File: config.mk
export PLATFORM = sky130hd
export DESIGN_NAME = etd_div
export DESIGN_NICKNAME = d
export VERILOG_FILES = /design/src/hw/rtl/etd_div.sv
export SDC_FILE = /design/constraint.sdc
export NUM_CORES = 1
export LEC_CHECK = 0
export BUFFER_PORTS_ARGS = -buffer_cell sky130_fd_sc_hd__buf_2
export CAP_MARGIN = 30
export CORE_UTILIZATION = 35
export DETAILED_ROUTE_END_ITERATION = 10
export PLACE_DENSITY = 0.58
export SLEW_MARGIN = 20
export SYNTH_ARGS = -nofsm -noshare
export SYNTH_HDL_FRONTEND = slang
export SYNTH_SLANG_ARGS = --single-unit
File: constraint.sdc
create_clock -name i_clk -period 5 [get_ports i_clk]
set_clock_uncertainty 0.05 [all_clocks]
set_input_delay 0.25 -clock i_clk [delete_from_list [all_inputs] [get_ports i_clk]]
set_output_delay 0.25 -clock i_clk [all_outputs]
set_load 0.05 [all_outputs]
File: src/hw/rtl/etd_div.sv
`timescale 1ns / 1ps

// floor(x*1024/d) saturating at 4095; two quotient bits per stage
module etd_div #(
    parameter int XW = 8,
    parameter int DW = 8
) (
    input  logic          i_clk,
    input  logic          i_en,
    input  logic [XW-1:0] i_x,
    input  logic [DW-1:0] i_d,
    output logic [11:0]   o_level
);

    localparam int MW = (XW > DW) ? XW : DW;
    localparam int RW = MW + 11;
    localparam int NS = 6;

    logic [RW-1:0] r_rem [0:NS-2];
    logic [11:0]   r_q   [0:NS-1];
    logic [DW-1:0] r_d   [0:NS-2];
    logic          r_sat [0:NS-1];

    for (genvar k = 0; k < NS; k++) begin : g_st
        logic [RW-1:0] rem_in, rem_a, rem_b, dv_a, dv_b;
        logic [11:0]   q_in, q_b;
        logic [DW-1:0] d_in;
        logic          sat_in;

        if (k == 0) begin : g_first
            assign rem_in = RW'(i_x) << 10;
            assign q_in   = '0;
            assign d_in   = i_d;
            // quotient >= 4096 exactly when x >= 4*d (covers d == 0)
            assign sat_in = (MW+2)'(i_x) >= ((MW+2)'(i_d) << 2);
        end else begin : g_next
            assign rem_in = r_rem[k-1];
            assign q_in   = r_q[k-1];
            assign d_in   = r_d[k-1];
            assign sat_in = r_sat[k-1];
        end

        always_comb begin
            dv_a  = RW'(d_in) << (11 - 2*k);
            dv_b  = RW'(d_in) << (10 - 2*k);
            q_b   = q_in;
            rem_a = rem_in;
            if (rem_in >= dv_a) begin
                rem_a         = rem_in - dv_a;
                q_b[11 - 2*k] = 1'b1;
            end
            rem_b = rem_a;
            if (rem_a >= dv_b) begin
                rem_b         = rem_a - dv_b;
                q_b[10 - 2*k] = 1'b1;
            end
        end

        always_ff @(posedge i_clk) begin
            if (i_en) begin
                r_q[k]   <= q_b;
                r_sat[k] <= sat_in;
            end
        end

        if (k < NS-1) begin : g_carry
            always_ff @(posedge i_clk) begin
                if (i_en) begin
                    r_rem[k] <= rem_b;
                    r_d[k]   <= d_in;
                end
            end
        end
    end

    assign o_level = r_sat[NS-1] ? 12'hFFF : r_q[NS-1];

endmodule

==> summary.log, run 1 <==
qor: floorplanning.core_region_area 30500 um2
qor: sta.post-route-min-period 4.61 ns
qor: routing.vias_per_cell 5.06
qor: sta.setup-tns-final 0 ns
qor: sta.final-hold-violation-count 0
qor: worst_setup_path.launch_point_of_the_critical_path i_d[0]
qor: run.cap_violations 0
qor: sta.grt_setup_unrepaired no
qor: sta.slew_viol_final 0
qor: global_route.grt_pass1_vias 8014
qor: floorplanning.start_util 35.5%
qor: cells_and_area.finish.cell_count_without_fillers 1548
qor: clocking.htree_levels 4
qor: worst_setup_path.setup.worst_path.end_class flop
qor: global_route.grtUsageTotal 14.8%
qor: clocking.cts_tree done
qor: worst_setup_path.worstSetupStartpointType primary input
qor: global_route.antenna_found_initial 0
qor: synth.synth_enable_flop_cells 153
qor: status.run_status finished clean
qor: placement.buffer_ports.inserted 29
qor: floorplanning.full_die_area 31600 um2
qor: clocking.clk_transition_reported_paths 0.06 ns
qor: power_and_ir_drop.pwr_density_cell 574 nW/um2
qor: global_route.grt_pass1_wl 37200 um
qor: worst_hold_path.min_path_type primary input to flop
qor: synth.sequential_cell_area_fraction_in_the_yosys_report 42.5%
qor: sta.setup_violations 0
qor: synth.yosys.cell_types.count 70
qor: synth.synthesis.nets 1200
qor: power_and_ir_drop.static_leak 0.00473 uW
qor: global_route.grt_overflow 0
qor: synth.synth-seq-cells 153
qor: sta.relSlewSlack 58.5%
qor: clocking.worstSkewPairLatency 0.42 ns
qor: placement.gp_routability_congestion 0.830
qor: sta.maximum_clock_frequency 0.217 GHz
qor: floorplanning.die_y 178 um
qor: routing.drt_pre_antenna_iters 7
qor: synth.ys_async_sr_fraction 0%
qor: routing.route.detailed.drc 0
qor: clocking.clkSinkCount 153
qor: floorplanning.ios 30
qor: worst_setup_path.timing_worst_setup_path_type primary input to flop
qor: worst_hold_path.hold_path_end r_d[0][6]$_DFFE_PP_
qor: routing.detailroute.via_count 7840
qor: synth.synthDominantAreaCellType sky130_fd_sc_hd__edfxtp_1
qor: cells_and_area.antennaDiodeCount 0
qor: floorplanning.core.rowCount 64
qor: cells_and_area.finish.net_count 1260
qor: worst_setup_path.critPathArrivalTime 4.74 ns
qor: synth.count_of_mapped_cells_out_of_synthesis 1079
qor: placement.placed_cells 1508
qor: clocking.clock_tree.root_cell sky130_fd_sc_hd__clkbuf_16
qor: worst_setup_path.worstReg2RegStart r_d[0][16]$_DFFE_PP_
qor: placement.place_area 11600 um2
qor: synth.ys_dominant_reg_cell sky130_fd_sc_hd__edfxtp_1
qor: global_route.grt_max_degree 58
qor: worst_setup_path.rr_endpoint r_rem[0][66]$_DFFE_PP_
qor: worst_setup_path.crit_required 5.12 ns
qor: worst_setup_path.critical_path.max_fanout 9
qor: clocking.maximum_clock_path_buffer_count 2
qor: routing.post_drt_wl_per_cell 14.2 um
qor: cells_and_area.post_route_design_area 12200 um2
qor: worst_setup_path.rr_worst_depth 19
qor: clocking.number_of_cts_inserted_buffers 17
qor: power_and_ir_drop.vdd_drop_max 0.250 mV
qor: floorplanning.fp.dieW 178 um
qor: routing.detailedRoute.firstIterationViolations 472
qor: sta.period_share 92.3%
qor: cells_and_area.flow.area_growth_from_synthesis 13.1%
qor: cells_and_area.drive_above_1_share 13.3%
qor: routing.final_antenna_net_count 0
qor: synth.post_synth_main_area_contributors sky130_fd_sc_hd__edfxtp_1, sky130_fd_sc_hd__ha_1, sky130_fd_sc_hd__xnor2_1, sky130_fd_sc_hd__o21ai_0, sky130_fd_sc_hd__inv_1
qor: worst_setup_path.r2r_slack 0.39 ns
qor: routing.drt_wl_total 21900 um
qor: synth.syn_area 10800 um2
qor: synth.ys_warn_count 0
qor: placement.hpwl 17200 um
qor: synth.synthesis.area_per_instance 10.0 um2
qor: worst_hold_path.whs_path_depth 1
qor: worst_hold_path.min_delay_src i_d[6]
qor: sta.max_slew.worst_pin.slew 0.623 ns
qor: synth.synth.top_cell.area_share 42.5%
registers in the layout (all words and copies together), names as in the netlist:
register / count
r_q: 42
r_sat: 6
r_rem: 65
r_d: 40
cells in the mapped netlist (8+ instances only):
library cell	n
sky130_fd_sc_hd__xnor2_1	52
sky130_fd_sc_hd__a21oi_1	62
sky130_fd_sc_hd__nor2b_1	12
sky130_fd_sc_hd__nand2b_1	21
sky130_fd_sc_hd__mux2_2	26
sky130_fd_sc_hd__o21a_1	15
sky130_fd_sc_hd__o21ai_0	87
sky130_fd_sc_hd__nand3_1	20
sky130_fd_sc_hd__or2_2	20
sky130_fd_sc_hd__o21bai_1	8
sky130_fd_sc_hd__edfxtp_1	153
sky130_fd_sc_hd__or3_1	9
sky130_fd_sc_hd__ha_1	96
sky130_fd_sc_hd__a21o_1	15
sky130_fd_sc_hd__mux2i_1	9
sky130_fd_sc_hd__inv_1	92
sky130_fd_sc_hd__nand2_1	85
sky130_fd_sc_hd__nor2_1	85
sky130_fd_sc_hd__a21boi_0	9
sky130_fd_sc_hd__nor3_1	25
sky130_fd_sc_hd__clkbuf_1	12
sky130_fd_sc_hd__o31ai_1	13
sky130_fd_sc_hd__a211oi_1	13
sky130_fd_sc_hd__nand4_1	15
sky130_fd_sc_hd__xor2_1	27
critical path: stages:
cell and delay, ns:
sky130_fd_sc_hd__dlygate4sd3_1 0.53, sky130_fd_sc_hd__buf_2 0.14, sky130_fd_sc_hd__ha_1 0.17, sky130_fd_sc_hd__inv_1 0.06, sky130_fd_sc_hd__fa_1 0.40, sky130_fd_sc_hd__a21o_1 0.17, sky130_fd_sc_hd__a21oi_1 0.21, sky130_fd_sc_hd__o21ai_0 0.13
sky130_fd_sc_hd__a21oi_2 0.18, sky130_fd_sc_hd__a311oi_2 0.15, sky130_fd_sc_hd__buf_4 0.19, sky130_fd_sc_hd__o21ai_0 0.22, sky130_fd_sc_hd__ha_1 0.31, sky130_fd_sc_hd__o21ai_0 0.11, sky130_fd_sc_hd__a21oi_1 0.11, sky130_fd_sc_hd__o21a_1 0.18
sky130_fd_sc_hd__o21ai_0 0.16, sky130_fd_sc_hd__a21oi_1 0.12, sky130_fd_sc_hd__a211oi_1 0.30, sky130_fd_sc_hd__and2_4 0.28, sky130_fd_sc_hd__mux2_2 0.35
layer usage:
layer	GRT usage [%]	part of all wire, %	routed length, um
met1	16.3	43	9420
met3	2.85	2.3	514
met4	4.81	2.0	438
met5	0	0	0
met2	28.0	53	11500
cell type report:
class                           instances  area, um2
Clock buffer                           18        429
Inverter                               93        349
Clock inverter                         14        141
Tap cell                              396        495
Fill cell                            2974      18300
Sequential cell                       153       4590
Timing Repair Buffer                   59        404
Multi-Input combinational cell        815       5820
logic make-up after synthesis:
| family | synth area share (%) |
|---|---|
| XOR/XNOR | 6.39 |
| multiplexers | 3.54 |
| buffers and inverters | 4.02 |
| AO/OA/AOI/OAI | 14.8 |
| AND/OR/NAND/NOR | 16.4 |
| flip-flops | 42.5 |
| adder cells (fa/ha/maj) | 12.4 |
power by group:
part	leakage [uW]	internal, uW	switching (uW)	total [uW]
Sequential	0.00146	1900	209	2110
Combinational	0.00299	1640	2050	3690
Clock	0.000273	697	531	1230
Total	0.00473	4240	2790	7030
worst max path at each step:
stage,endpoint,slack (ns)
after floorplan,r_rem[0][11]$_DFFE_PP_,0.20
after global placement,r_rem[0][34]$_DFFE_PP_,0.21
after detailed placement,r_rem[0][33]$_DFFE_PP_,0.16
after CTS,r_rem[0][33]$_DFFE_PP_,0.15
after global routing,r_rem[0][17]$_DFFE_PP_,0.002
final,r_rem[0][16]$_DFFE_PP_,0.39
cells in the final DEF, fill, tap and decap left out, drive strengths merged, types with 27 or more instances in the layout:
cell type,instances
edfxtp,153
inv,98
ha,96
o21ai,87
nand2,86
nor2,85
a21oi,62
buf,53
xnor2,52
xor2,27
stage by stage:
| stage | setup slack, ns | util (%) | total power [uW] | hold WS [ns] |
|---|---|---|---|---|
| floorplan | 0.203 | - | 5010 | 0.299 |
| global placement | 0.211 | 37.9 | 5730 | 0.353 |
| detailed placement | 0.165 | 37.9 | 5770 | 0.355 |
| CTS | 0.149 | 40.0 | 7040 | 0.00181 |
| global route | 0.00167 | 40.1 | 7640 | 0.00757 |
| finish | 0.386 | 40.1 | 7030 | 0.0230 |
timing repair:
item                                   CTS  global route
gates resized for setup                  0            11
hold buffers                             6             0
setup buffers                            0             2
endpoints found under the hold margin    6             0
setup endpoints to repair                0            30
Power figures use the tool's default switching activity.
==> run 2, diff against run 1 <==
==> constraint.sdc (replaced) <==
create_clock -name i_clk -period 5 [get_ports i_clk]
set_clock_uncertainty 0.05 [all_clocks]
set_input_delay 1 -clock i_clk [delete_from_list [all_inputs] [get_ports i_clk]]
set_output_delay 1 -clock i_clk [all_outputs]
set_load 0.05 [all_outputs]
==> run 2 against run 1 <==
  * Sequential share of layout area is 0.19 points lower
  * Via count is 0.57% higher
  * Final cell count is 0.71% higher
  * Critical path type is now flop to flop
  * Highest routed layer unchanged
==> summary.log, run 2 (same netlist as run 1, synthesis figures left out) <==
qor: status.run_status finished clean
qor: clocking.clk_transition_reported_paths 0.07 ns
qor: cells_and_area.area_occupied_by_multi_input_gates 5830 um2
qor: floorplanning.core_region_area 30500 um2
qor: floorplanning.ios 30
qor: clocking.clock_tree.root_cell sky130_fd_sc_hd__clkbuf_16
qor: clocking.maximum_clock_path_buffer_count 2
qor: routing.detailroute.via_count 7885
qor: floorplanning.die_y 178 um
qor: sta.slew_viol_final 0
qor: worst_hold_path.min_path_type flop to flop
qor: global_route.grtUsageTotal 14.8%
qor: placement.post_place_setup_slack -0.108 ns
qor: cells_and_area.largest_register r_rem
qor: power_and_ir_drop.vdd_drop_max 0.233 mV
qor: routing.dr_wl_met3 423 um
qor: cells_and_area.antennaDiodeCount 0
qor: routing.drt_wl_total 22200 um
qor: cells_and_area.largest_register_ff_count 65
qor: floorplanning.full_die_area 31600 um2
qor: clocking.number_of_cts_inserted_buffers 17
qor: clocking.cts_tree done
qor: worst_setup_path.crit_required 5.11 ns
qor: clocking.clkSinkCount 153
qor: worst_setup_path.setup.worst_path.end_class flop
qor: cells_and_area.most_used_cells_in_the_layout_excluding_fill_and_tap_cells sky130_fd_sc_hd__edfxtp_1, sky130_fd_sc_hd__ha_1, sky130_fd_sc_hd__inv_1
qor: sta.period_share 93.0%
qor: routing.met2_length 11500 um
qor: floorplanning.fp.dieW 178 um
qor: placement.gp_routability_congestion 0.872
qor: routing.final_antenna_net_count 0
qor: global_route.grt_pass1_vias 7886
qor: sta.hold_ws 0.368 ns
qor: global_route.grt_overflow 0
qor: clocking.htree_levels 4
qor: global_route.antenna_found_initial 0
qor: cells_and_area.nFillCells 2944
qor: cells_and_area.sequential_cell_area 4590 um2
qor: sta.grt_setup_unrepaired no
qor: routing.route.detailed.drc 0
qor: sta.maximum_clock_frequency 0.215 GHz
qor: routing.highest-signal-layer met4
qor: global_route.grt_pass1_wl 37000 um
qor: run.cap_violations 0
qor: routing.drt_pre_antenna_iters 4
qor: cells_and_area.flow.area_growth_from_synthesis 13.6%
qor: routing.post_drt_wl_per_cell 14.2 um
qor: clocking.worstSkewPairLatency 0.43 ns
qor: cells_and_area.drive_above_1_share 15.0%
qor: floorplanning.core.rowCount 64
qor: power_and_ir_drop.pwr_density_cell 570 nW/um2
qor: routing.detailedRoute.firstIterationViolations 315
qor: worst_setup_path.critical_path.max_fanout 18
qor: sta.final-hold-violation-count 0
qor: sta.relSlewSlack 41.0%
qor: routing.routedLengthMet1 9610 um
qor: worst_setup_path.worstSetupStartpointType flop
qor: sta.setup_slack 0.348 ns
qor: sta.max_slew.worst_pin.slew 0.885 ns
qor: cells_and_area.finish.net_count 1271
qor: global_route.grt_max_degree 97
qor: placement.hpwl 17400 um
qor: cells_and_area.top_regs r_rem: 65 flops, r_q: 42 flops, r_d: 40 flops
qor: cells_and_area.post_route_design_area 12300 um2
qor: sta.post-route-min-period 4.65 ns
qor: floorplanning.start_util 35.5%
qor: placement.buffer_ports.inserted 29
qor: cells_and_area.layout.cells.most_common sky130_fd_sc_hd__edfxtp_1
qor: worst_setup_path.timing_worst_setup_path_type flop to flop
qor: placement.placed_cells 1525
qor: sta.setup_violations 0
qor: placement.place_area 11700 um2
qor: routing.vias_per_cell 5.06
qor: worst_setup_path.critPathArrivalTime 4.76 ns
qor: power_and_ir_drop.static_leak 0.00478 uW
qor: cells_and_area.finish.cell_count_without_fillers 1559
==> run 2: path summary, 6_finish.rpt <==
path / startpoint / endpoint / slack [ns] / depth (start not counted)
worst min register to register: r_q[2][6]$_DFFE_PP_ / r_q[3][6]$_DFFE_PP_ / 0.37 / 0
worst min-delay path: r_q[2][6]$_DFFE_PP_ / r_q[3][6]$_DFFE_PP_ / 0.37 / 0
worst max-delay path: r_d[0][8]$_DFFE_PP_ / r_rem[0][49]$_DFFE_PP_ / 0.35 / 17
worst max register to register: r_d[0][8]$_DFFE_PP_ / r_rem[0][49]$_DFFE_PP_ / 0.35 / 17
==> run 2: repair_timing <==
action,4_1_cts,5_1_grt
endpoints found under the hold margin,0,0
setup buffers,0,2
resized for setup,0,4
hold buffers,0,0
endpoints found under the setup margin,0,11
==> run 2: power by group <==
group	switching (uW)	leakage [uW]	internal, uW	total [uW]
sequential	206	0.00146	1900	2110
clock	559	0.000269	654	1210
combinational	2040	0.00306	1660	3690
==> run 2: per-layer routing <==
metal | track usage (%) | vias up
li1 | - | 4072
met1 | 16.7 | 3687
met2 | 27.5 | 90
met3 | 2.16 | 36
met4 | 6.62 | 0
met5 | 0 | -
==> run 2: worst max-delay path, cell delays in order (launching register included) <==
cell	delay, ns
sky130_fd_sc_hd__edfxtp_1	0.46
sky130_fd_sc_hd__inv_1	0.14
sky130_fd_sc_hd__fa_1	0.46
sky130_fd_sc_hd__o21a_1	0.18
sky130_fd_sc_hd__o21ai_0	0.19
sky130_fd_sc_hd__a21oi_1	0.13
sky130_fd_sc_hd__nor3b_1	0.19
sky130_fd_sc_hd__buf_4	0.21
sky130_fd_sc_hd__mux2_2	0.37
sky130_fd_sc_hd__ha_1	0.33
sky130_fd_sc_hd__o21ai_0	0.12
sky130_fd_sc_hd__a21oi_1	0.11
sky130_fd_sc_hd__o21ai_0	0.24
sky130_fd_sc_hd__a21boi_0	0.20
sky130_fd_sc_hd__o221a_2	0.33
sky130_fd_sc_hd__nor4b_2	0.28
sky130_fd_sc_hd__buf_4	0.26
sky130_fd_sc_hd__o31ai_1	0.10
==> run 2: layout make-up <==
| type | instances | area share (%) |
|---|---|---|
| clock inverter | 15 | 1.06 |
| tap | 396 | 4.03 |
| timing repair buffer | 70 | 3.84 |
| clock buffer | 17 | 3.46 |
| inverter | 93 | 2.84 |
| sequential | 153 | 37.4 |
| multi-input combinational | 815 | 47.4 |
==> run 2: per-stage QoR <==
step                      total power [uW]  TNS (ns)  util, %
final                                 7010         0     40.3
after global routing                  7580         0     40.3
after CTS                             7040         0     40.2
after detailed placement              5800    -0.599     38.4
after global placement                5750         0     38.4
after floorplan                       5020         0        -
